File: config.mk
export PLATFORM = sky130hd
export DESIGN_NAME = led_pwm_greyscale_shift_controller
export DESIGN_NICKNAME = d
export VERILOG_FILES = /design/src/rtl/lpgsc_pkg.sv /design/src/rtl/lpgsc_ram.sv /design/src/rtl/lpgsc_front.sv /design/src/rtl/lpgsc_cmd_q.sv /design/src/rtl/lpgsc_back.sv /design/src/rtl/led_pwm_greyscale_shift_controller.sv
export VERILOG_INCLUDE_DIRS = /design/src /design/src/rtl
export SDC_FILE = /design/constraint.sdc
export NUM_CORES = 1
export LEC_CHECK = 0
export BUFFER_PORTS_ARGS = -buffer_cell sky130_fd_sc_hd__buf_4
export CORE_UTILIZATION = 58
export DETAILED_ROUTE_END_ITERATION = 16
export GPL_ROUTABILITY_DRIVEN = 0
export GPL_TIMING_DRIVEN = 0
export PLACE_DENSITY = 0.78
export SETUP_SLACK_MARGIN = 0.02
export SYNTH_ARGS = -nofsm -noshare
export SYNTH_HDL_FRONTEND = slang
export SYNTH_SLANG_ARGS = --single-unit
File: constraint.sdc
create_clock -name clk -period 7.3 [get_ports clk]
set_clock_uncertainty 0.15 [all_clocks]
set_input_delay 0.365 -clock clk [delete_from_list [all_inputs] [get_ports clk]]
set_output_delay 0.365 -clock clk [all_outputs]
set_load 0.1 [all_outputs]
File: src/rtl/led_pwm_greyscale_shift_controller_assert.svh
// assertion macros used by the top rtl file
`ifndef LED_PWM_GREYSCALE_SHIFT_CONTROLLER_ASSERT_SVH
`define LED_PWM_GREYSCALE_SHIFT_CONTROLLER_ASSERT_SVH

`ifndef NO_ASSERTIONS
// same-cycle implication
`define LPGSC_ASSERT_IMP(lbl, clk, rst_n, ante, cons, msg) \
  lbl: assert property (@(posedge clk) disable iff (!rst_n) (ante) |-> (cons)) \
    else $error(msg);
// next-cycle implication
`define LPGSC_ASSERT_NXT(lbl, clk, rst_n, ante, cons, msg) \
  lbl: assert property (@(posedge clk) disable iff (!rst_n) (ante) |=> (cons)) \
    else $error(msg);
`else
`define LPGSC_ASSERT_IMP(lbl, clk, rst_n, ante, cons, msg)
`define LPGSC_ASSERT_NXT(lbl, clk, rst_n, ante, cons, msg)
`endif

`endif

File: src/rtl/lpgsc_pkg.sv
`timescale 1ns / 1ps
package lpgsc_pkg;

  localparam int CHANNELS    = 16;
  localparam int WORD_W      = 12;
  localparam int MODULES_DEF = 2;
  localparam int SLOT_MAX_W  = 6;
  localparam int PERIOD_W    = 16;
  localparam int CFG_AW      = 3;
  localparam int CFG_DW      = 32;
  localparam int CMDQ_DEPTH  = 2;

  localparam logic [PERIOD_W-1:0] PERIOD_RESET      = 16'd200;
  localparam logic [CFG_AW-1:0]   ADDR_FRAME_PERIOD = 3'd0;

  localparam logic [1:0] ACT_SET  = 2'd0;
  localparam logic [1:0] ACT_GET  = 2'd1;
  localparam logic [1:0] ACT_TICK = 2'd2;

  typedef enum logic [1:0] {
    CMD_SET    = 2'd0,
    CMD_GET    = 2'd1,
    CMD_BLANK  = 2'd2,
    CMD_STREAM = 2'd3
  } cmd_kind_t;

  typedef struct packed {
    cmd_kind_t               kind;
    logic                    hit;
    logic [SLOT_MAX_W-1:0]   slot;
    logic [WORD_W-1:0]       word;
  } cmd_t;

endpackage

File: src/rtl/lpgsc_ram.sv
`timescale 1ns / 1ps
module lpgsc_ram #(
  parameter int WIDTH = 12,
  parameter int DEPTH = 32
) (
  input  logic                     clk,
  input  logic                     we,
  input  logic [$clog2(DEPTH)-1:0] waddr,
  input  logic [WIDTH-1:0]         wdata,
  input  logic                     re,
  input  logic [$clog2(DEPTH)-1:0] raddr,
  output logic [WIDTH-1:0]         rdata
);

  logic [WIDTH-1:0] mem [DEPTH];

  always_ff @(posedge clk) begin
    if (we) begin
      mem[waddr] <= wdata;
    end
    if (re) begin
      rdata <= mem[raddr];
    end
  end

endmodule

File: src/rtl/lpgsc_front.sv
`timescale 1ns / 1ps
module lpgsc_front import lpgsc_pkg::*; #(
  parameter int MODULES = MODULES_DEF
) (
  input  logic              clk,
  input  logic              rst_n,
  input  logic              push,
  output logic              full,
  input  logic [1:0]        in_action,
  input  logic [1:0]        in_module_req,
  input  logic [3:0]        in_channel,
  input  logic [WORD_W-1:0] in_duty,
  input  logic              psel,
  input  logic              penable,
  input  logic              pwrite,
  input  logic [CFG_AW-1:0] paddr,
  input  logic [CFG_DW-1:0] pwdata,
  output logic [CFG_DW-1:0] prdata,
  output logic              pready,
  output cmd_t              cmd,
  output logic              cmd_push,
  input  logic              q_full
);

  logic [PERIOD_W-1:0] frame_period_r, frame_period_nxt;
  logic [PERIOD_W-1:0] tick_count_r, tick_count_nxt;
  logic                pending_r, pending_nxt;
  logic                accept;
  logic                mod_hit;
  logic [2:0]          mod_off;
  logic [PERIOD_W-1:0] period;
  logic [PERIOD_W:0]   count_inc;
  logic                cfg_wr;

  assign full    = q_full;
  assign accept  = push & ~q_full;
  assign pready  = 1'b1;
  assign cfg_wr  = psel & penable & pwrite & pready;
  assign prdata  = (paddr == ADDR_FRAME_PERIOD) ?
                   {{(CFG_DW-PERIOD_W){1'b0}}, frame_period_r} : '0;

  assign mod_hit = (in_module_req != 2'd0) && ({1'b0, in_module_req} <= 3'(MODULES));
  assign mod_off = 3'(MODULES) - {1'b0, in_module_req};

  // zero period behaves as one
  assign period    = (frame_period_r == '0) ? PERIOD_W'(1) : frame_period_r;
  assign count_inc = {1'b0, tick_count_r} + {{PERIOD_W{1'b0}}, 1'b1};

  always_comb begin
    frame_period_nxt = frame_period_r;
    if (cfg_wr && paddr == ADDR_FRAME_PERIOD) begin
      frame_period_nxt = pwdata[PERIOD_W-1:0];
    end
  end

  always_comb begin
    cmd            = '0;
    cmd.hit        = mod_hit;
    cmd.slot       = {mod_off[1:0], ~in_channel};
    cmd.word       = ~in_duty;
    cmd_push       = 1'b0;
    pending_nxt    = pending_r;
    tick_count_nxt = tick_count_r;
    if (accept) begin
      unique case (in_action)
        ACT_SET: begin
          if (mod_hit) begin
            cmd.kind    = CMD_SET;
            cmd_push    = 1'b1;
            pending_nxt = 1'b1;
          end
        end
        ACT_GET: begin
          cmd.kind = CMD_GET;
          cmd_push = 1'b1;
        end
        ACT_TICK: begin
          tick_count_nxt = (count_inc >= {1'b0, period}) ? '0 : count_inc[PERIOD_W-1:0];
          if (tick_count_r == '0) begin
            cmd_push = 1'b1;
            if (pending_r) begin
              cmd.kind    = CMD_STREAM;
              pending_nxt = 1'b0;
            end else begin
              cmd.kind = CMD_BLANK;
            end
          end
        end
        default: begin
          cmd_push = 1'b0;
        end
      endcase
    end
  end

  always_ff @(posedge clk) begin
    if (!rst_n) begin
      frame_period_r <= PERIOD_RESET;
      tick_count_r   <= '0;
      pending_r      <= 1'b1;
    end else begin
      frame_period_r <= frame_period_nxt;
      tick_count_r   <= tick_count_nxt;
      pending_r      <= pending_nxt;
    end
  end

endmodule

File: src/rtl/lpgsc_cmd_q.sv
`timescale 1ns / 1ps
module lpgsc_cmd_q import lpgsc_pkg::*; #(
  parameter int DEPTH = CMDQ_DEPTH
) (
  input  logic clk,
  input  logic rst_n,
  input  logic wr,
  input  cmd_t wr_cmd,
  output logic q_full,
  input  logic rd,
  output cmd_t rd_cmd,
  output logic q_empty
);

  localparam int PW = (DEPTH > 1) ? $clog2(DEPTH) : 1;
  localparam int CW = $clog2(DEPTH + 1);

  cmd_t          entry_r [DEPTH];
  logic [PW-1:0] wptr_r, wptr_nxt;
  logic [PW-1:0] rptr_r, rptr_nxt;
  logic [CW-1:0] count_r, count_nxt;
  logic          do_wr, do_rd;

  assign q_full  = (count_r == CW'(DEPTH));
  assign q_empty = (count_r == '0);
  assign do_wr   = wr & ~q_full;
  assign do_rd   = rd & ~q_empty;
  assign rd_cmd  = entry_r[rptr_r];

  always_comb begin
    wptr_nxt  = wptr_r;
    rptr_nxt  = rptr_r;
    count_nxt = count_r;
    if (do_wr) begin
      wptr_nxt = (wptr_r == PW'(DEPTH - 1)) ? '0 : wptr_r + PW'(1);
    end
    if (do_rd) begin
      rptr_nxt = (rptr_r == PW'(DEPTH - 1)) ? '0 : rptr_r + PW'(1);
    end
    if (do_wr && !do_rd) begin
      count_nxt = count_r + CW'(1);
    end else if (do_rd && !do_wr) begin
      count_nxt = count_r - CW'(1);
    end
  end

  always_ff @(posedge clk) begin
    if (do_wr) begin
      entry_r[wptr_r] <= wr_cmd;
    end
  end

  always_ff @(posedge clk) begin
    if (!rst_n) begin
      wptr_r  <= '0;
      rptr_r  <= '0;
      count_r <= '0;
    end else begin
      wptr_r  <= wptr_nxt;
      rptr_r  <= rptr_nxt;
      count_r <= count_nxt;
    end
  end

endmodule

File: src/rtl/lpgsc_back.sv
`timescale 1ns / 1ps
module lpgsc_back import lpgsc_pkg::*; #(
  parameter int MODULES = MODULES_DEF
) (
  input  logic              clk,
  input  logic              rst_n,
  input  cmd_t              q_cmd,
  input  logic              q_empty,
  output logic              q_pop,
  output logic              empty,
  input  logic              pop,
  output logic [WORD_W-1:0] out_read_duty,
  output logic              out_blank_pulse,
  output logic              out_shift_valid,
  output logic [WORD_W-1:0] out_shift_word,
  output logic              out_latch_pulse,
  output logic              out_last
);

  localparam int DEPTH  = MODULES * CHANNELS;
  localparam int SLOT_W = $clog2(DEPTH);

  typedef enum logic [2:0] {
    ST_IDLE = 3'b001,
    ST_RD   = 3'b010,
    ST_OUT  = 3'b100
  } state_t;

  state_t            state_r, state_nxt;
  logic [SLOT_W-1:0] idx_r, idx_nxt;
  logic              stream_r, stream_nxt;
  logic              hit_r, hit_nxt;
  logic              wvalid_r [DEPTH];
  logic              load_out;
  logic              ram_we, ram_re;
  logic [SLOT_W-1:0] ram_waddr, ram_raddr;
  logic [WORD_W-1:0] ram_q;
  logic [WORD_W-1:0] stored;
  logic              idx_final;
  logic [SLOT_W-1:0] cmd_slot;

  logic [WORD_W-1:0] rd_duty_r, rd_duty_nxt;
  logic              blank_r, blank_nxt;
  logic              svalid_r, svalid_nxt;
  logic [WORD_W-1:0] sword_r, sword_nxt;
  logic              latch_r, latch_nxt;
  logic              last_r, last_nxt;

  lpgsc_ram #(
    .WIDTH(WORD_W),
    .DEPTH(DEPTH)
  ) u_store (
    .clk  (clk),
    .we   (ram_we),
    .waddr(ram_waddr),
    .wdata(q_cmd.word),
    .re   (ram_re),
    .raddr(ram_raddr),
    .rdata(ram_q)
  );

  assign cmd_slot  = q_cmd.slot[SLOT_W-1:0];
  // entries never written read as zero
  assign stored    = wvalid_r[idx_r] ? ram_q : '0;
  assign idx_final = (idx_r == SLOT_W'(DEPTH - 1));
  assign empty     = (state_r != ST_OUT);

  assign out_read_duty   = rd_duty_r;
  assign out_blank_pulse = blank_r;
  assign out_shift_valid = svalid_r;
  assign out_shift_word  = sword_r;
  assign out_latch_pulse = latch_r;
  assign out_last        = last_r;

  always_comb begin
    state_nxt   = state_r;
    idx_nxt     = idx_r;
    stream_nxt  = stream_r;
    hit_nxt     = hit_r;
    q_pop       = 1'b0;
    ram_we      = 1'b0;
    ram_waddr   = cmd_slot;
    ram_re      = 1'b0;
    ram_raddr   = cmd_slot;
    load_out    = 1'b0;
    rd_duty_nxt = '0;
    blank_nxt   = 1'b0;
    svalid_nxt  = 1'b0;
    sword_nxt   = '0;
    latch_nxt   = 1'b0;
    last_nxt    = 1'b0;
    unique case (state_r)
      ST_IDLE: begin
        if (!q_empty) begin
          q_pop = 1'b1;
          unique case (q_cmd.kind)
            CMD_SET: begin
              ram_we = 1'b1;
            end
            CMD_GET: begin
              ram_re     = 1'b1;
              idx_nxt    = cmd_slot;
              hit_nxt    = q_cmd.hit;
              stream_nxt = 1'b0;
              state_nxt  = ST_RD;
            end
            CMD_BLANK: begin
              load_out  = 1'b1;
              blank_nxt = 1'b1;
              last_nxt  = 1'b1;
              state_nxt = ST_OUT;
            end
            CMD_STREAM: begin
              ram_re     = 1'b1;
              ram_raddr  = '0;
              idx_nxt    = '0;
              stream_nxt = 1'b1;
              state_nxt  = ST_RD;
            end
            default: begin
              state_nxt = ST_IDLE;
            end
          endcase
        end
      end
      ST_RD: begin
        load_out  = 1'b1;
        state_nxt = ST_OUT;
        if (stream_r) begin
          blank_nxt  = (idx_r == '0);
          svalid_nxt = 1'b1;
          sword_nxt  = stored;
          latch_nxt  = idx_final;
          last_nxt   = idx_final;
        end else begin
          rd_duty_nxt = hit_r ? ~stored : '0;
          last_nxt    = 1'b1;
        end
      end
      ST_OUT: begin
        if (pop) begin
          if (stream_r && !idx_final) begin
            idx_nxt   = idx_r + SLOT_W'(1);
            ram_re    = 1'b1;
            ram_raddr = idx_r + SLOT_W'(1);
            state_nxt = ST_RD;
          end else begin
            state_nxt = ST_IDLE;
          end
        end
      end
      default: begin
        state_nxt = ST_IDLE;
      end
    endcase
  end

  always_ff @(posedge clk) begin
    if (load_out) begin
      rd_duty_r <= rd_duty_nxt;
      blank_r   <= blank_nxt;
      svalid_r  <= svalid_nxt;
      sword_r   <= sword_nxt;
      latch_r   <= latch_nxt;
      last_r    <= last_nxt;
    end
  end

  always_ff @(posedge clk) begin
    if (!rst_n) begin
      state_r  <= ST_IDLE;
      idx_r    <= '0;
      stream_r <= 1'b0;
      hit_r    <= 1'b0;
      for (int i = 0; i < DEPTH; i++) begin
        wvalid_r[i] <= 1'b0;
      end
    end else begin
      state_r  <= state_nxt;
      idx_r    <= idx_nxt;
      stream_r <= stream_nxt;
      hit_r    <= hit_nxt;
      if (ram_we) begin
        wvalid_r[ram_waddr] <= 1'b1;
      end
    end
  end

endmodule

File: src/rtl/led_pwm_greyscale_shift_controller.sv
// channel   direction  handshake                      payload
// input     in         push / full                    in_action in_module_req in_channel in_duty
// result    out        empty / pop                    out_read_duty out_blank_pulse ...
// config    in/out     psel penable pwrite / pready   paddr pwdata prdata (frame_period at 0)
//
// an item is classified combinationally in the front and queued for the back (two entries)
// set: the back writes the store at the pop; get: the pop reads the store, ST_RD registers
// the result; frame-start tick: a registered blank result, or a stream of words, one per pop;
// results are held in an output register until popped; the back waits, the front keeps taking
// items until the command queue fills; synchronous active-low reset clears the control state
`timescale 1ns / 1ps
`include "led_pwm_greyscale_shift_controller_assert.svh"
module led_pwm_greyscale_shift_controller import lpgsc_pkg::*; #(
  parameter int MODULES = MODULES_DEF
) (
  input  logic              clk,
  input  logic              rst_n,
  input  logic              push,
  output logic              full,
  input  logic [1:0]        in_action,
  input  logic [1:0]        in_module_req,
  input  logic [3:0]        in_channel,
  input  logic [WORD_W-1:0] in_duty,
  output logic              empty,
  input  logic              pop,
  output logic [WORD_W-1:0] out_read_duty,
  output logic              out_blank_pulse,
  output logic              out_shift_valid,
  output logic [WORD_W-1:0] out_shift_word,
  output logic              out_latch_pulse,
  output logic              out_last,
  input  logic              psel,
  input  logic              penable,
  input  logic              pwrite,
  input  logic [CFG_AW-1:0] paddr,
  input  logic [CFG_DW-1:0] pwdata,
  output logic [CFG_DW-1:0] prdata,
  output logic              pready
);

  cmd_t front_cmd, back_cmd;
  logic front_push;
  logic q_full, q_empty, q_pop;

  lpgsc_front #(
    .MODULES(MODULES)
  ) u_front (
    .clk          (clk),
    .rst_n        (rst_n),
    .push         (push),
    .full         (full),
    .in_action    (in_action),
    .in_module_req(in_module_req),
    .in_channel   (in_channel),
    .in_duty      (in_duty),
    .psel         (psel),
    .penable      (penable),
    .pwrite       (pwrite),
    .paddr        (paddr),
    .pwdata       (pwdata),
    .prdata       (prdata),
    .pready       (pready),
    .cmd          (front_cmd),
    .cmd_push     (front_push),
    .q_full       (q_full)
  );

  lpgsc_cmd_q #(
    .DEPTH(CMDQ_DEPTH)
  ) u_cmd_q (
    .clk    (clk),
    .rst_n  (rst_n),
    .wr     (front_push),
    .wr_cmd (front_cmd),
    .q_full (q_full),
    .rd     (q_pop),
    .rd_cmd (back_cmd),
    .q_empty(q_empty)
  );

  lpgsc_back #(
    .MODULES(MODULES)
  ) u_back (
    .clk            (clk),
    .rst_n          (rst_n),
    .q_cmd          (back_cmd),
    .q_empty        (q_empty),
    .q_pop          (q_pop),
    .empty          (empty),
    .pop            (pop),
    .out_read_duty  (out_read_duty),
    .out_blank_pulse(out_blank_pulse),
    .out_shift_valid(out_shift_valid),
    .out_shift_word (out_shift_word),
    .out_latch_pulse(out_latch_pulse),
    .out_last       (out_last)
  );

  // the back only takes a command while it has no result waiting
  `LPGSC_ASSERT_IMP(a_pop_when_idle, clk, rst_n, q_pop, !q_empty && empty, "bad queue pop")
  // latch only on the final shifted word
  `LPGSC_ASSERT_IMP(a_latch_last, clk, rst_n, !empty && out_latch_pulse,
    out_last && out_shift_valid, "latch without last word")
  // each streamed word after the first is read from the store before it is shown
  `LPGSC_ASSERT_NXT(a_stream_gap, clk, rst_n, !empty && pop && out_shift_valid && !out_last,
    empty, "stream word shown without read")

endmodule
# ---- Word level (Yosys, flattened, before mapping)
# Memory sizes are Yosys's and may differ from the RTL's. A register that Yosys moved wholly into a read port is not among the register bits.
# Index checks and enable logic that the tools add are counted.
dict set report totals {
  ramBits 458
  output_inout_bits 63
  in_bits 62
  memories 3
  latchBits 0
  wordCells 155
  rom_bits 0
  register_bits 75
}
dict set report classes {
  eq_ne 18
  magnitude_cmp 2
  multipliers 0
  n_div 0
  shifts 0
  n_bitwise 12
  n_mux 67
  reduce_logical 30
  n_addsub 7
}
# name words word_bits read_ports rd_clocked_by_memory_dff wr line_no
set mem_list {}
lappend mem_list {u_back.u_store.mem 32 12 1 1 1 lpgsc_ram.sv:15} ;# logic [WIDTH-1:0] mem [DEPTH];
lappend mem_list {u_cmd_q.entry_r 2 21 1 1 1 lpgsc_cmd_q.sv:18} ;# cmd_t entry_r [DEPTH];
lappend mem_list {u_back.wvalid_r 32 1 1 1 32 lpgsc_back.sv:33} ;# logic wvalid_r [DEPTH];
# op n
set op_table {}
lappend op_table {{two-way mux 5 bit} 10}
lappend op_table {{two-way mux 16 bit} 3}
lappend op_table {{two-way mux 1 bit} 33}
lappend op_table {{zero test 16 bit} 2}
lappend op_table {{one-hot mux 5 bit (2 select lines)} 3}
lappend op_table {{NOT 12 bit} 2}
lappend op_table {{adder 16 x 1 -> 17 bit, second input constant} 1}
lappend op_table {{>= comparator 17 x 16 -> 1 bit} 1}
lappend op_table {{two-way mux 12 bit} 1}
lappend op_table {{one-hot mux 1 bit (2 select lines)} 6}
lappend op_table {{two-way mux 2 bit} 5}
lappend op_table {{nonzero test 2 bit} 5}
lappend op_table {{inequality test 3 bit, second input constant} 3}
lappend op_table {{one-hot mux 3 bit (3 select lines)} 1}
lappend op_table {{AND reduction 3 bit} 3}
lappend op_table {{== test 2 bit, second input constant} 4}
lappend op_table {{zero test 2 bit} 3}
lappend op_table {{two-way mux 3 bit} 2}
lappend op_table {{inequality test 2 x 1 -> 1 bit, second input constant} 3}
lappend op_table {{one-hot mux 3 bit (2 select lines)} 1}
lappend op_table {{adder 5 x 1 -> 5 bit, second input constant} 1}
lappend op_table {{AND 1 bit} 5}
lappend op_table {{== test 5 bit, second input constant} 1}
lappend op_table {{logical AND 1 bit} 5}
lappend op_table {{other kinds (23)} 32}

# ---- Logic depth before layout (Yosys ltp)
dict set report logic_depth {
  ltp_word 10
  mapped_depth 16
  depth_no_buf 15
}

# ---- Modules after synthesis
# Synthesis repeated with hierarchy kept, for this count alone.
dict set report hier_totals {
  hier_cells 1627
  hier_area_um2 23174.7
}
# mod seq_area_each_um2 area_per_inst_um2 cells_per_inst n_inst
set modules_own_cells {}
lappend modules_own_cells {lpgsc_ram 11891.4 15588.7 868 1}
lappend modules_own_cells {lpgsc_back 1781.7 3305.7 328 1}
lappend modules_own_cells {lpgsc_front 660.6 2538.7 341 1}
lappend modules_own_cells {lpgsc_cmd_q 1361.3 1741.7 90 1}

# ---- Least setup slack after synthesis
# No wires, ideal clock.
dict set report synth_timing {
  path_type {flip-flop to flip-flop}
  start {register u_back.state_r[0]}
  end {register (tool-made name)}
  setup_time_ns 0.122
  stages_incl_launch_ff 7
  path_buffers 1
  slack_ns 3.942
  arrival_time_ns 3.086
  period_less_slack_ns 3.358
  required_time_ns 7.028
  path_cell_list {dfxtp_1 -> nor3_2 -> inv_2 -> clkbuf_1 -> o22ai_1 -> o221ai_1 -> o211a_1}
}
# item line_no
set synth_lines {}
lappend synth_lines {{from (decl)} lpgsc_back.sv:29} ;# state_t state_r, state_nxt;
lappend synth_lines {{from (signal assigned)} lpgsc_back.sv:179} ;# state_r <= state_nxt;

# ---- Worst setup path after layout
dict set report layout_timing {
  start {register u_back.idx_r[0]}
  end {register u_back.u_store.rdata[3] (read register of u_back.u_store.mem) (data pin)}
}
dict set report layout_between {
  elab_chain_cells 6
  elab_cells_between_ends 10
  classes_between {1 x add/sub; 1 x eq/ne; 6 x mux; 2 x reduce/logical}
}
# item line_no
set layout_lines {}
lappend layout_lines {{from (decl)} lpgsc_back.sv:30} ;# logic [SLOT_W-1:0] idx_r, idx_nxt;
lappend layout_lines {{from (signal assigned)} lpgsc_back.sv:180} ;# idx_r <= idx_nxt;
lappend layout_lines {{== test 5 bit *} lpgsc_back.sv:65} ;# assign idx_final = (idx_r == SLOT_W'(DEPTH - 1));
lappend layout_lines {{via u_back.idx_final} lpgsc_back.sv:39} ;# logic idx_final;
lappend layout_lines {{zero test 1 bit *} lpgsc_back.sv:142} ;# if (stream_r && !idx_final) begin
lappend layout_lines {{logical AND 1 bit *} lpgsc_back.sv:142}
lappend layout_lines {{two-way mux 5 bit or two-way mux 1 bit (tied branches)} lpgsc_back.sv:142}
lappend layout_lines {{two-way mux 5 bit or two-way mux 1 bit (tied branches)} lpgsc_back.sv:141} ;# if (pop) begin
lappend layout_lines {{one-hot mux 5 bit (2 select lines) or one-hot mux 1 bit (2 select lines) (tied branches)} lpgsc_back.sv:92} ;# unique case (state_r)
lappend layout_lines {{to (decl)} lpgsc_ram.sv:12} ;# output logic [WIDTH-1:0] rdata
# Mark *: on every way through the listed nets, which the timed path passes. The rest lies on a longest branch.
# A chain may end at the register's enable or synchronous reset.

==> summary.md <==
| Metric | Value |
|---|---|
| Outcome | `finished clean` |
| Initial DRC Count | `around 2100` |
| Leak | `roughly 9.1 nW` |
| Dpl hpwl | `37.81 mm` |
| Slew Limit Headroom | `4.798%` |
| Count of final setup violators | `0` |
| Antenna-violating nets left | `0` |
| Number of synthesized flops with an enable pin | `464` |
| Most frequent cell after synthesis | `edfxtp_1` |
| Gr ovfl total | `0` |
| Mapped Area | `22420 µm²` |
| Startpoint types | `flop` |
| DRT Wirelength | `slightly below 60 mm` |
| Fmax | `around 200 MHz` |
| Worst hold path class | `in -> reg` |
| Die Ht | `198.6 µm` |
| Core footprint | `37840 µm²` |
| Cell count after synthesis | `between 1500 and 2000` |
| Yosys warnings | `0` |
| Critical setup path kind | `reg -> reg` |
| Quantity of I/O buffers inserted on ports | `between 90 and 100` |
| Antenna cells | `0` |
| Finished Cell Area | `approximately 26000 µm²` |
| Core Rows | `71` |
| Cell area after placement | `23860 µm²` |
| Crit path time final | `4.926 ns` |
| Fin crit share | `67.48%` |
| WP data arrival | `a little over 5 ns` |
| Layout Nets | `1999` |
| WL/cell | `~24 µm` |
| Final worst slack | `2.374 ns` |
| Met3 WL | `6.027 mm` |
| Vias/cell | `6.269` |
| Num ports | `between 100 and 150` |
| Initial antenna violation count | `0` |
| M1 WL | `21.91 mm` |
| First-pass GRT wire length | `around 90 mm` |
| Peak supply drop | `0.3058 mV` |
| Post-CTS sizing | `0` |
| Number of placed instances, taps included | `2332` |
| Post-synth top area share | `62.14%` |
| Top cells by area, synth | `edfxtp_1 (62%), dfxtp_1 (7.6%), nand2_1 (6.0%)` |
| Max layer used | `met4` |
| Total CTS buffers | `52` |
| CTS tree | `built` |
| Synth area leader | `edfxtp_1` |
| Area growth, synth to finish | `15.77%` |
| CTS Sinks | `549` |
| Top cells by count, synth | `edfxtp_1 (464), nand2_1 (357), a21oi_1 (129)` |
| Setup repair bufs after CTS | `0` |
| Pre-CTS setup slack | `2.760 ns` |
| Pwr/cell area | `353.0 nW/µm²` |
| DRC | `0` |
| Layout cells sized above 1 | `15.04%` |
| Vias in the first global route | `~15000` |
| Mean post-synth cell area | `13.09 µm²` |
| Width of the chip | `roughly 200 µm` |
| CTS Buffer Depth | `3` |
| DIE AREA | `39450 µm²` |
| Ys flop type | `edfxtp_1` |
| Fraction of registers with async set/reset | `0%` |
| Met2 routed WL | `28.07 mm` |
| Hold_ws | `0.06510 ns` |
| Root Buffer | `clkbuf_16` |
| Via total after detailed routing | `roughly 15000` |
| Layout Cells excl Fill | `2466` |
| Crit end category | `flop` |
| RSZ-0062 raised after global routing | `no` |
| Synthesized flop and latch total | `approximately 550` |
| H-Tree Depth | `2` |
| Clock Pin Slew Worst Setup and Hold Paths | `0.06 ns` |
| GRT Util Overall | `30.26%` |
| Crit-path max FO | `10` |
| Max-Cap Viols | `0` |
| DR pass1 iterations | `6` |
| Setup TNS | `0 ns` |
| Critical Path RT | `between 7 and 8 ns` |
| Final Slew Violations | `0` |
| Initial core utilization | `between 50% and 60%` |
| Distinct cells, synth | `63` |
| CTS Hold Buffers Added | `35` |
| Largest net degree at the start of global routing | `33` |
| Filler cells | `roughly 2600` |
| Clock latency at the later pin of the worst-skew pair | `around 0.60 ns` |
| Seq/Total Area, Yosys | `a little over two thirds` |
| Hold Fails Final Rpt | `0` |
| Worst slew pin tran | `1.423 ns` |
[final cells by class]
cell class	count	area, µm²	area share [%]
flip-flops and latches	549	15640	60.23
multi-input cells	1021	6136	23.64
clock buffers	62	1369	5.273
repair buffers	129	1084	4.174
well taps	511	639.4	2.463
plain buffers	113	576.8	2.222
clock inverters	36	350.3	1.350
inverters	45	168.9	0.6507
[routing by layer]
metal	track usage (%)	vias to the layer above
met5	0	-
met4	14.07	0
met3	5.849	159
met2	50.13	968
met1	38.61	7558
li1	-	6774
[cell usage in the layout, fill, tap and decap left out, types with 35 or more instances in the layout]
master / instances
a21oi_1: 129
dfxtp_1: 85
o22ai_1: 53
nor2_1: 42
a32oi_1: 96
inv_1: 43
o21a_1: 35
nand2_1: 357
buf_4: 118
clkbuf_1: 60
dlygate4sd3_1: 35
edfxtp_1: 464
clkbuf_16: 52
[worst paths after layout]
| kind | cells past startpoint | slack [ns] | endpoint | startpoint |
|---|---|---|---|---|
| hold / removal | 2 | 0.07 | u_cmd_q.entry_r[0][19] | push |
| setup reg to reg | 13 | 2.37 | u_back.u_store.rdata[3] | u_back.idx_r[0] |
| setup / recovery | 13 | 2.37 | u_back.u_store.rdata[3] | u_back.idx_r[0] |
| hold reg to reg | 1 | 0.32 | u_back.wvalid_r[11] | u_back.wvalid_r[11] |
[report_power, final]
part	internal [mW]	total, mW	leakage, nW	switching, mW
registers	3.72	3.77	4.87	0.0569
clock network	1.56	2.72	0.855	1.17
logic	0.710	2.67	3.42	1.96
[worst max-delay path, cell delays in order (launching register included)]
cell and delay [ns]:
dfxtp_1 0.35, ha_1 0.26, and3_1 0.20, ha_1 0.22, and3b_1 0.21, clkbuf_1 0.25
a21oi_1 0.15, o22ai_1 0.45, buf_2 0.38, clkbuf_1 0.53, nand2_1 0.12, a32oi_1 0.35
o22ai_1 0.26, nor4_2 0.75
[flip-flops by register name, indices dropped and copies added (netlist names), 12 cells and up, named ones only]
register / count
u_back.wvalid_r: 32
u_back.u_store.rdata: 12
u_front.tick_count_r: 16
u_back.out_read_duty: 12
u_cmd_q.entry_r: 40
u_back.u_store.mem: 384
u_front.frame_period_r: 16
u_back.out_shift_word: 12
[logic make-up after synthesis]
family | Yosys count | share of synthesized area [%]
other | 2 | 0.03349
AO/OA/AOI/OAI | 392 | 11.87
AND/OR/NAND/NOR | 535 | 10.75
XOR/XNOR | 17 | 0.6640
multiplexers | 34 | 2.171
flip-flops | 549 | 69.73
adder cells (fa/ha/maj) | 26 | 1.451
buffers and inverters | 158 | 3.326
[stage by stage]
stage	total power [mW]	util, %
after detailed placement	6.366	63.04
after global placement	6.281	62.89
after global routing	9.405	68.59
after floorplan	5.460	-
final	9.164	68.59
after CTS	9.065	68.51
No activity file was read; power rests on OpenSTA's default activity.
